File: src/rtl/wsp_pkg.sv
`timescale 1ns / 1ps
package wsp_pkg;

   typedef struct packed {
      logic [7:0] byte_req;
      logic       end_of_input;
   } req_type;

   typedef struct packed {
      logic        kind;
      logic [31:0] sample;
      logic [15:0] channel;
      logic [2:0]  error;
      logic [31:0] frame_total;
      logic [15:0] channel_total;
      logic [31:0] rate;
      logic        last;
   } rsp_type;

   typedef enum logic [3:0] {
      PH_RIFF = 4'd0, PH_HDR = 4'd1, PH_FMT = 4'd2, PH_SKIP = 4'd3,
      PH_PAD = 4'd4, PH_DATA = 4'd5, PH_DONE = 4'd6
   } phase_type;

   localparam logic [2:0] ERR_OK = 3'd0;
   localparam logic [2:0] ERR_HEADER = 3'd1;
   localparam logic [2:0] ERR_SHORT_FMT = 3'd2;
   localparam logic [2:0] ERR_NO_FMT = 3'd3;
   localparam logic [2:0] ERR_UNSUPPORTED = 3'd4;
   localparam logic [2:0] ERR_NO_FRAME = 3'd5;
   localparam logic [2:0] ERR_TRUNCATED = 3'd6;

   localparam logic [31:0] TAG_FMT = 32'h20746D66;
   localparam logic [31:0] TAG_DATA = 32'h61746164;
   localparam logic [15:0] FMT_PCM = 16'h0001;
   localparam logic [15:0] FMT_FLOAT = 16'h0003;
   localparam logic [15:0] FMT_EXT = 16'hFFFE;

   localparam int QUEUE_DEPTH = 4;

   // work item from the parser to the sample back end
   typedef struct packed {
      logic        is_sample;
      logic        is_status;
      logic        is_float;
      logic [1:0]  nbytes;
      logic [31:0] raw;
      logic [15:0] channel;
      logic [2:0]  error;
      logic [31:0] frame_total;
      logic [15:0] channel_total;
      logic [31:0] rate;
   } job_type;

   function automatic logic [7:0] magic_byte(input logic [3:0] idx);
      unique case (idx)
         4'd0: magic_byte = 8'h52;
         4'd1: magic_byte = 8'h49;
         4'd2: magic_byte = 8'h46;
         4'd3: magic_byte = 8'h46;
         4'd8: magic_byte = 8'h57;
         4'd9: magic_byte = 8'h41;
         4'd10: magic_byte = 8'h56;
         4'd11: magic_byte = 8'h45;
         default: magic_byte = 8'h00;
      endcase
   endfunction

endpackage

File: src/rtl/wsp_front.sv
`timescale 1ns / 1ps
module wsp_front import wsp_pkg::*; (
   input  logic    clock,
   input  logic    reset,
   input  logic    in_valid,
   input  req_type in_req,
   input  logic    room,
   output logic    in_ready,
   output logic    job_valid,
   output job_type job_a,
   output logic    job_b_valid,
   output job_type job_b
);

   phase_type   phase_ff, phase_in;
   logic [31:0] off_ff, off_in;
   logic [31:0] tag_ff, tag_in;
   logic [31:0] len_ff, len_in;
   logic [15:0] ftag_ff, ftag_in;
   logic [15:0] chans_ff, chans_in;
   logic [31:0] rate_ff, rate_in;
   logic [15:0] bits_ff, bits_in;
   logic        fseen_ff, fseen_in;
   logic [31:0] buf_ff, buf_in;
   logic [1:0]  bis_ff, bis_in;
   logic [15:0] chc_ff, chc_in;
   logic [31:0] frm_ff, frm_in;

   logic        go;
   logic [7:0]  b;
   logic [2:0]  err;
   logic        data_done;
   logic        smp;
   logic [1:0]  nb_m1;
   logic [2:0]  nb;
   logic [31:0] raw;
   logic [15:0] smp_ch;
   logic [4:0]  bsh;
   logic [15:0] chc_inc;
   logic [2:0]  derr;

   assign in_ready = room;
   assign go = in_valid && room;
   assign b = in_req.byte_req;
   assign nb = bits_ff[5:3];
   assign bsh = {off_ff[1:0], 3'b000};

   // format check at the data header
   always_comb begin
      if (!fseen_ff) derr = ERR_NO_FMT;
      else if (chans_ff == 16'd0 || rate_ff == 32'd0) derr = ERR_UNSUPPORTED;
      else if (ftag_ff != FMT_PCM && ftag_ff != FMT_FLOAT) derr = ERR_UNSUPPORTED;
      else if (bits_ff == 16'd0 || bits_ff[2:0] != 3'd0 || bits_ff > 16'd32)
         derr = ERR_UNSUPPORTED;
      else if (ftag_ff == FMT_FLOAT && bits_ff != 16'd32) derr = ERR_UNSUPPORTED;
      else derr = ERR_OK;
   end

   // parser next state
   always_comb begin
      phase_in = phase_ff; off_in = off_ff; tag_in = tag_ff; len_in = len_ff;
      ftag_in = ftag_ff; chans_in = chans_ff; rate_in = rate_ff; bits_in = bits_ff;
      fseen_in = fseen_ff; buf_in = buf_ff; bis_in = bis_ff; chc_in = chc_ff;
      frm_in = frm_ff;
      err = ERR_OK; data_done = 1'b0; smp = 1'b0; raw = 32'd0; smp_ch = chc_ff;
      nb_m1 = nb[1:0] - 2'd1; chc_inc = chc_ff + 16'd1;
      unique case (phase_ff)
         PH_RIFF: begin
            if ((off_ff < 32'd4 || off_ff >= 32'd8) && b != magic_byte(off_ff[3:0]))
               err = ERR_HEADER;
            if (off_ff >= 32'd11) begin
               phase_in = PH_HDR; off_in = 32'd0;
            end else off_in = off_ff + 32'd1;
         end
         PH_HDR: begin
            if (off_ff[2] == 1'b0)
               tag_in = ((off_ff == 32'd0) ? 32'd0 : tag_ff) | ({24'd0, b} << bsh);
            else
               len_in = ((off_ff == 32'd4) ? 32'd0 : len_ff) | ({24'd0, b} << bsh);
            if (off_ff < 32'd7) off_in = off_ff + 32'd1;
            else begin
               off_in = 32'd0;
               if (tag_ff == TAG_FMT) begin
                  if (len_in < 32'd16) err = ERR_SHORT_FMT;
                  else phase_in = PH_FMT;
               end else if (tag_ff == TAG_DATA) begin
                  err = derr;
                  if (err == ERR_OK && len_in == 32'd0) err = ERR_NO_FRAME;
                  if (err == ERR_OK) begin
                     phase_in = PH_DATA; bis_in = 2'd0; buf_in = 32'd0;
                     chc_in = 16'd0; frm_in = 32'd0;
                  end
               end else phase_in = (len_in == 32'd0) ? PH_HDR : PH_SKIP;
            end
         end
         PH_FMT, PH_SKIP: begin
            if (phase_ff == PH_FMT) begin
               unique case (off_ff)
                  32'd0: ftag_in = {8'd0, b};
                  32'd1: ftag_in = {b, ftag_ff[7:0]};
                  32'd2: chans_in = {8'd0, b};
                  32'd3: chans_in = {b, chans_ff[7:0]};
                  32'd4: rate_in = {24'd0, b};
                  32'd5, 32'd6, 32'd7: rate_in = rate_ff | ({24'd0, b} << bsh);
                  32'd14: bits_in = {8'd0, b};
                  32'd15: bits_in = {b, bits_ff[7:0]};
                  32'd24: tag_in = {24'd0, b};
                  32'd25: if (ftag_ff == FMT_EXT) ftag_in = {b, tag_ff[7:0]};
                  default: ;
               endcase
            end
            if (off_ff + 32'd1 >= len_ff) begin
               if (phase_ff == PH_FMT) fseen_in = 1'b1;
               phase_in = len_ff[0] ? PH_PAD : PH_HDR;
               off_in = 32'd0;
            end else off_in = off_ff + 32'd1;
         end
         PH_PAD: begin
            phase_in = PH_HDR; off_in = 32'd0;
         end
         PH_DATA: begin
            raw = ((bis_ff == 2'd0) ? 32'd0 : buf_ff) | ({24'd0, b} << {bis_ff, 3'b000});
            buf_in = raw;
            if ({1'b0, bis_ff} + 3'd1 >= nb) begin
               smp = 1'b1; bis_in = 2'd0;
               if (chc_inc >= chans_ff) begin
                  chc_in = 16'd0; frm_in = frm_ff + 32'd1;
               end else chc_in = chc_inc;
            end else bis_in = bis_ff + 2'd1;
            if (off_ff + 32'd1 >= len_ff) data_done = 1'b1;
            else off_in = off_ff + 32'd1;
         end
         default: ;
      endcase
   end

   // result jobs for this byte
   always_comb begin
      job_type st;
      logic    emit_st;
      st = '0;
      st.is_status = 1'b1;
      st.channel_total = chans_in;
      st.rate = rate_in;
      emit_st = 1'b0;
      if (phase_ff != PH_DONE) begin
         if (err == ERR_OK && (data_done || (in_req.end_of_input && phase_in == PH_DATA)))
         begin
            emit_st = 1'b1;
            if (frm_in == 32'd0) st.error = ERR_NO_FRAME;
            else st.frame_total = frm_in;
         end else if (err == ERR_OK && in_req.end_of_input) begin
            emit_st = 1'b1;
            st.error = (phase_in == PH_RIFF) ? ERR_HEADER : ERR_TRUNCATED;
         end else if (err != ERR_OK) begin
            emit_st = 1'b1;
            st.error = err;
         end
      end
      job_a = '0;
      job_a.is_sample = 1'b1;
      job_a.is_float = (ftag_ff == FMT_FLOAT);
      job_a.nbytes = nb_m1;
      job_a.raw = raw;
      job_a.channel = smp_ch;
      job_b = st;
      job_valid = 1'b0;
      job_b_valid = 1'b0;
      if (go && phase_ff != PH_DONE) begin
         if (smp) begin
            job_valid = 1'b1;
            job_b_valid = emit_st;
         end else if (emit_st) begin
            job_valid = 1'b1;
            job_a = st;
         end
      end
   end

   always_ff @(posedge clock) begin
      if (reset) begin
         phase_ff <= PH_RIFF; off_ff <= '0; tag_ff <= '0; len_ff <= '0;
         ftag_ff <= '0; chans_ff <= '0; rate_ff <= '0; bits_ff <= '0;
         fseen_ff <= 1'b0; buf_ff <= '0; bis_ff <= '0; chc_ff <= '0; frm_ff <= '0;
      end else if (go && phase_ff != PH_DONE) begin
         phase_ff <= (err != ERR_OK || data_done || in_req.end_of_input) ?
                     PH_DONE : phase_in;
         off_ff <= off_in; tag_ff <= tag_in; len_ff <= len_in;
         ftag_ff <= ftag_in; chans_ff <= chans_in; rate_ff <= rate_in;
         bits_ff <= bits_in; fseen_ff <= fseen_in; buf_ff <= buf_in;
         bis_ff <= bis_in; chc_ff <= chc_in; frm_ff <= frm_in;
      end
   end

endmodule

File: src/rtl/wsp_queue.sv
`timescale 1ns / 1ps
module wsp_queue import wsp_pkg::*; #(
   parameter int DEPTH = QUEUE_DEPTH
) (
   input  logic    clock,
   input  logic    reset,
   input  logic    wr_a,
   input  job_type data_a,
   input  logic    wr_b,
   input  job_type data_b,
   output logic    room,
   input  logic    rd,
   output logic    valid,
   output job_type data_out,
   output logic    out_last
);

   localparam int AW = $clog2(DEPTH);

   job_type        mem_ff [DEPTH];
   logic           lastm_ff [DEPTH];
   logic [AW-1:0]  wp_ff, rp_ff;
   logic [AW:0]    cnt_ff;
   logic [AW-1:0]  wp1;
   logic [AW:0]    nw;

   assign wp1 = wp_ff + 1'b1;
   assign nw = {{AW{1'b0}}, wr_a} + {{AW{1'b0}}, wr_b};
   // room for two entries keeps both results of one request together
   assign room = (cnt_ff + (AW + 1)'(2)) <= (AW + 1)'(DEPTH);
   assign valid = cnt_ff != '0;
   assign data_out = mem_ff[rp_ff];
   assign out_last = lastm_ff[rp_ff];

   // storage
   always_ff @(posedge clock) begin
      if (wr_a) begin
         mem_ff[wp_ff] <= data_a;
         lastm_ff[wp_ff] <= !wr_b;
      end
      if (wr_b) begin
         mem_ff[wp1] <= data_b;
         lastm_ff[wp1] <= 1'b1;
      end
   end

   // pointers
   always_ff @(posedge clock) begin
      if (reset) begin
         wp_ff <= '0; rp_ff <= '0; cnt_ff <= '0;
      end else begin
         wp_ff <= wp_ff + nw[AW-1:0];
         if (rd && valid) rp_ff <= rp_ff + 1'b1;
         cnt_ff <= cnt_ff + nw - {{AW{1'b0}}, rd && valid};
      end
   end

endmodule

File: src/rtl/wsp_back.sv
`timescale 1ns / 1ps
module wsp_back import wsp_pkg::*; (
   input  logic    clock,
   input  logic    reset,
   input  logic    job_valid,
   input  job_type job,
   input  logic    job_last,
   output logic    job_pop,
   output logic    out_valid,
   output rsp_type out_rsp,
   input  logic    out_pop
);

   logic    valid_ff;
   rsp_type rsp_ff, rsp_in;
   logic    load;

   assign load = job_valid && (!valid_ff || out_pop);
   assign job_pop = load;
   assign out_valid = valid_ff;
   assign out_rsp = rsp_ff;

   // sample conversion to q1.31
   always_comb begin
      logic        s;
      logic [7:0]  e;
      logic [23:0] m;
      logic [31:0] mag;
      logic [31:0] v;
      logic [7:0]  rs;
      s = job.raw[31]; e = job.raw[30:23]; m = {1'b1, job.raw[22:0]};
      mag = 32'd0; rs = 8'd0;
      if (job.is_float) begin
         if (e == 8'hFF) v = (job.raw[22:0] != 0) ? 32'd0 : (s ? 32'h80000000 : 32'h7FFFFFFF);
         else if (e == 8'd0) v = 32'd0;
         else if (e >= 8'd127) v = s ? 32'h80000000 : 32'h7FFFFFFF;
         else begin
            if (e >= 8'd119) mag = {8'd0, m} << (e - 8'd119);
            else begin
               rs = 8'd119 - e;
               mag = (rs < 8'd32) ? ({8'd0, m} >> rs) : 32'd0;
            end
            v = s ? (32'd0 - mag) : mag;
         end
      end else begin
         unique case (job.nbytes)
            2'd0: v = {job.raw[7:0] ^ 8'h80, 24'd0};
            2'd1: v = {job.raw[15:0], 16'd0};
            2'd2: v = {job.raw[23:0], 8'd0};
            default: v = job.raw;
         endcase
      end
      rsp_in.kind = job.is_status;
      rsp_in.sample = job.is_sample ? v : 32'd0;
      rsp_in.channel = job.channel;
      rsp_in.error = job.error;
      rsp_in.frame_total = job.frame_total;
      rsp_in.channel_total = job.channel_total;
      rsp_in.rate = job.rate;
      rsp_in.last = job_last;
   end

   // output register
   always_ff @(posedge clock) begin
      if (reset) valid_ff <= 1'b0;
      else if (load) valid_ff <= 1'b1;
      else if (out_pop) valid_ff <= 1'b0;
   end

   always_ff @(posedge clock) begin
      if (load) rsp_ff <= rsp_in;
   end

endmodule

File: src/rtl/wav_stream_parser_decoder_core.sv
`timescale 1ns / 1ps
// channel   ports                       meaning
// request   req_push req_data req_full  one file byte per request
// result    rsp_pop rsp_data rsp_empty  samples and one final status
// one byte per cycle while the queue has room; a byte's results pass a
// DEPTH-entry queue (four by default) and then an output register.
// the front part stalls (full) only when the queue cannot hold two more.
// synchronous reset returns to header search; after the status, bytes are
// taken and dropped until reset.
module wav_stream_parser_decoder_core import wsp_pkg::*; #(
   parameter int DEPTH = QUEUE_DEPTH
) (
   input  logic    clock,
   input  logic    reset,
   input  logic    req_push,
   input  req_type req_data,
   output logic    req_full,
   input  logic    rsp_pop,
   output rsp_type rsp_data,
   output logic    rsp_empty
);

   logic    room, ready, wr_a, wr_b, q_valid, q_last, q_pop, out_valid;
   job_type ja, jb, q_job;

   assign req_full = !ready;
   assign rsp_empty = !out_valid;

   wsp_front u_front (
      .clock, .reset, .in_valid(req_push), .in_req(req_data), .room,
      .in_ready(ready), .job_valid(wr_a), .job_a(ja), .job_b_valid(wr_b), .job_b(jb)
   );

   wsp_queue #(.DEPTH(DEPTH)) u_queue (
      .clock, .reset, .wr_a, .data_a(ja), .wr_b, .data_b(jb), .room,
      .rd(q_pop), .valid(q_valid), .data_out(q_job), .out_last(q_last)
   );

   wsp_back u_back (
      .clock, .reset, .job_valid(q_valid), .job(q_job), .job_last(q_last),
      .job_pop(q_pop), .out_valid, .out_rsp(rsp_data), .out_pop(rsp_pop)
   );

endmodule
File: config.mk
export PLATFORM = sky130hd
export DESIGN_NAME = wav_stream_parser_decoder_core
export DESIGN_NICKNAME = d
export VERILOG_FILES = /design/src/rtl/wsp_pkg.sv /design/src/rtl/wsp_front.sv /design/src/rtl/wsp_queue.sv /design/src/rtl/wsp_back.sv /design/src/rtl/wav_stream_parser_decoder_core.sv
export SDC_FILE = /design/constraint.sdc
export NUM_CORES = 2
export LEC_CHECK = 0
export BUFFER_PORTS_ARGS = -buffer_cell sky130_fd_sc_hd__buf_2
export CAP_MARGIN = 0
export CORE_UTILIZATION = 57
export CTS_CLUSTER_DIAMETER = 100
export DETAILED_ROUTE_END_ITERATION = 7
export PLACE_DENSITY = 0.83
export SLEW_MARGIN = 20
export SYNTH_ARGS = -nofsm -noshare
export SYNTH_HDL_FRONTEND = slang
export SYNTH_SLANG_ARGS = --single-unit
File: constraint.sdc
create_clock -name clock -period 11.45 [get_ports clock]
set_clock_uncertainty 0.1 [all_clocks]
set_input_delay 0 -clock clock [delete_from_list [all_inputs] [get_ports clock]]
set_output_delay 0 -clock clock [all_outputs]
set_load 0.01 [all_outputs]
==> out/summary.json <==
{
  "max_slew.worst_pin.slew": {"value": 1150, "unit": "ps"},
  "via_per_inst": {"value": 6.77},
  "postSynthAreaPerCell": {"value": 10.2, "unit": "um^2"},
  "portBuffers": {"value": 147},
  "htree_levels": {"value": 3},
  "filler_cell_count": {"value": 6171},
  "path_clk_slew": {"value": 60, "unit": "ps"},
  "setup.worst_path.class": {"value": "reg2reg"},
  "drc_violation_count_after_routing": {"value": 0},
  "cts_sinks": {"value": 960},
  "slowest_stage_delay_on_critical_path": {"value": 800, "unit": "ps"},
  "layout_worst_path_cycle_share": {"value": 75.2, "unit": "%"},
  "hpwlAfterDp": {"value": 85300, "unit": "um"},
  "post_route_cells_drive_above_1_share": {"value": 13.4, "unit": "%"},
  "wire_per_inst": {"value": 24.2, "unit": "um"},
  "power_density": {"value": 191, "unit": "nW/um^2"},
  "wire_length_of_the_first_global_routing_pass": {"value": 215000, "unit": "um"},
  "clkPwrFrac": {"value": 33.1, "unit": "%"},
  "multi_input_comb_area": {"value": 21900, "unit": "um^2"},
  "timing.slew.headroom": {"value": 23.6, "unit": "%"},
  "grt.overflow.total": {"value": 0},
  "max_clock_freq": {"value": 0.116, "unit": "GHz"},
  "run_status": {"value": "finished, final reports clean"},
  "layout_setup_ws": {"value": 2840, "unit": "ps"},
  "antenna_cells": {"value": 0},
  "drt_first_iter_violations": {"value": 5527},
  "power.ir.vdd_worst": {"value": 193, "unit": "uV"},
  "report.final.hold_viol_count": {"value": 0},
  "p_leak": {"value": 17.6, "unit": "nW"},
  "dpl_worst_slack": {"value": 3140, "unit": "ps"},
  "route.final.wire_length": {"value": 139000, "unit": "um"},
  "synth_top_flop_cell": {"value": "dfxtp_1"},
  "clock_latency": {"value": 690, "unit": "ps"},
  "post_synth_num_cell_types": {"value": 103},
  "post-place-cells": {"value": 5553},
  "pin_count_of_the_biggest_net_entering_global_routing": {"value": 108},
  "final.setup.tns": {"value": 0, "unit": "ps"},
  "ioPinCount": {"value": 148},
  "std_cell_rows": {"value": 105},
  "hold-path-cell-count": {"value": 2},
  "p_int": {"value": 6.86, "unit": "mW"},
  "min_period": {"value": 8610, "unit": "ps"},
  "seqCellArea": {"value": 23900, "unit": "um^2"},
  "start_kind": {"value": "flip-flop"},
  "number_of_vias_in_the_routed_layout": {"value": 38900},
  "start_util": {"value": 57.7, "unit": "%"},
  "critical_path.cell_chain": {"value": "ha_1 -> nand3_1 -> nor4_1 -> and3_1 -> and3_1 -> and3_1 -> and3_1 -> nand3_1 -> nor2_1 -> xor2_1 -> ha_1 -> nand4_1 -> nor2_1 -> nand2_1 -> o211ai_1 -> buf_4 -> and2_1 -> or3_1 -> nor2_1 -> nor2_1 -> a21oi_4 -> buf_4 -> inv_4 -> buf_4"},
  "dieArea": {"value": 84400, "unit": "um^2"},
  "crit_path_top_delay_cell": {"value": "nor2_1"},
  "clock_tree.buffer_depth": {"value": 3},
  "setup.worst_path.end_class": {"value": "flip-flop"},
  "timing.critical_path.fanout_max": {"value": 52},
  "synth_enable_flop_cells": {"value": 465},
  "numCtsBuffers": {"value": 96},
  "p_seq_share": {"value": 44.6, "unit": "%"},
  "worstRegToRegCells": {"value": 24},
  "cts_setup_buffers": {"value": 0},
  "worst-endpoint-arrival": {"value": 8830, "unit": "ps"},
  "globalplace.congestion": {"value": 0.989},
  "setup_repair_after_global_routing_missed_its_margin": {"value": "false"},
  "layout.cells.non_filler": {"value": 5748},
  "hold_ws": {"value": 350, "unit": "ps"},
  "fp.dieW": {"value": 291, "unit": "um"},
  "core": {"value": 82200, "unit": "um^2"},
  "worst_ep_required_time": {"value": 11670, "unit": "ps"},
  "detail-route-antenna-nets": {"value": 0},
  "yosysWarnings": {"value": 0},
  "mappedNetlistArea": {"value": 47400, "unit": "um^2"},
  "clock_tree.root_cell": {"value": "clkbuf_16"},
  "mostFrequentLayoutCell": {"value": "nor2_1"},
  "drt_pass1_iterations": {"value": 7},
  "post_cts_resize_count": {"value": 0},
  "syn2layout_area_growth": {"value": 10.2, "unit": "%"},
  "synthesis.instances": {"value": 4629},
  "postSynthRegisterBits": {"value": 960},
  "layout_common_cells": {"value": "nor2_1, dfxtp_1, edfxtp_1"},
  "net_switching_power_figure": {"value": 3.13, "unit": "mW"},
  "die_height": {"value": 291, "unit": "um"},
  "net_count_synth": {"value": 4712},
  "hold_path_class": {"value": "reg2reg"},
  "overall_power": {"value": 9.99, "unit": "mW"},
  "combPwrFrac": {"value": 22.2, "unit": "%"},
  "seq_area_frac_synth": {"value": 50.3, "unit": "%"},
  "finish.net_count": {"value": 4679},
  "synthArstFlopShare": {"value": 0, "unit": "%"},
  "number_of_max_slew_violations_in_the_final_report": {"value": 0},
  "gr-usage-all-layers": {"value": 32.2, "unit": "%"},
  "grt_antenna_before_repair": {"value": 2},
  "vias_in_the_first_global_route": {"value": 37200},
  "cts_tree": {"value": "yes"},
  "netSwitchingFraction": {"value": 31.4, "unit": "%"},
  "max_cap_viol_count": {"value": 0},
  "finalSetupViolCount": {"value": 0}
}
-- state kept, by name, indices dropped and copies added, names as in the netlist, 16 cells and up, named ones only --
register,cells
u_queue.mem_ff,544
u_front.chans_ff,16
u_front.ftag_ff,16
u_back.out_rsp,133
u_front.bits_ff,16
u_front.buf_ff,32
u_front.off_ff,32
u_front.rate_ff,32
u_front.tag_ff,32
u_front.frm_ff,32
u_front.len_ff,32
u_front.chc_ff,16
-- worst max-delay path: cells and delay by family, from the launching register on --
kind	cells	cell delay [ps]
AOI/OAI and AO/OA	2	280
xor gates and xnor gates	1	100
adders and majority gates	2	850
buffers and inverters	4	1860
DFF	1	690
and+or+nand+nor	15	4280
-- per-stage QoR --
| stage | util [%] | instance area [um^2] |
|---|---|---|
| floorplan | - | 47400 |
| global placement | 59.2 | 48700 |
| detailed placement | 59.3 | 48700 |
| CTS | 63.5 | 52200 |
| global route | 63.6 | 52300 |
| finish | 63.6 | 52300 |
-- routing by layer --
metal | routed length (um) | GRT usage, % | vias up
met2 | 64000 | 51.4 | 2560
met1 | 54100 | 43.2 | 18800
met3 | 14900 | 5.88 | 412
li1 | - | - | 17200
met4 | 6140 | 13.8 | 0
met5 | 0 | 0 | -
-- cell type report --
type                    count  area share [%]
inverters                  95           0.696
flip-flops and latches    960            45.7
clock inverters            50            1.27
multi-input cells        3210            41.8
well taps                1070            2.56
repair buffers            233            2.81
clock buffers             130            5.17
-- kinds of logic (layout without fill, tap and decap cells) --
logic type / after synthesis / count (layout) / share of synthesized area (%)
simple gates: 1659 / 1659 / 16.0
flops: 960 / 960 / 50.3
compound gates: 1094 / 1094 / 16.0
mux: 280 / 280 / 9.88
xor+xnor: 107 / 107 / 2.01
buf+inv: 459 / 508 / 3.93
fa+ha+maj: 70 / 70 / 1.86
-- power by group through the flow --
stage	logic, mW	registers, mW	clock network, mW
after detailed placement	2.17	4.53	0
after floorplan	1.35	4.60	0
after global routing	2.36	4.50	3.46
after CTS	2.19	4.46	3.32
final	2.22	4.46	3.31
after global placement	2.12	4.51	0
-- cell usage after synthesis, types with 46 or more instances --
library cell / number / share of area, %
nor2_1: 718 / 5.7
dfxtp_1: 495 / 21
edfxtp_1: 465 / 29
nand2_1: 338 / 2.7
clkbuf_1: 286 / 2.3
a21oi_1: 238 / 2.5
a22oi_1: 173 / 2.7
nor3_1: 173 / 1.8
o21ai_0: 146 / 1.5
mux4_2: 132 / 6.3
o2bb2ai_1: 128 / 2.4
inv_1: 91 / 0.72
mux2i_1: 88 / 1.9
nand3_1: 70 / 0.74
ha_1: 69 / 1.8
a211oi_1: 64 / 1.0
xnor2_1: 63 / 1.2
nor4_1: 58 / 0.76
nor2b_1: 55 / 0.73
and3_1: 46 / 0.61
mux2_2: 46 / 1.1
-- what timing repair did --
| item | in CTS | in global routing |
|---|---|---|
| hold buffers | 13 | 0 |
| setup endpoints to repair | 0 | 0 |
| hold endpoints to repair | 138 | 0 |
-- path summary, 6_finish.rpt --
check                          from                     to  slack [ps]
hold / removal    u_front.buf_ff[8]      u_front.buf_ff[8]         350
setup / recovery  u_front.off_ff[0]  u_queue.mem_ff[1][15]        2840
hold reg to reg   u_front.buf_ff[8]      u_front.buf_ff[8]         350
setup reg to reg  u_front.off_ff[0]  u_queue.mem_ff[1][15]        2840
No activity file was read; power rests on OpenSTA's default activity.
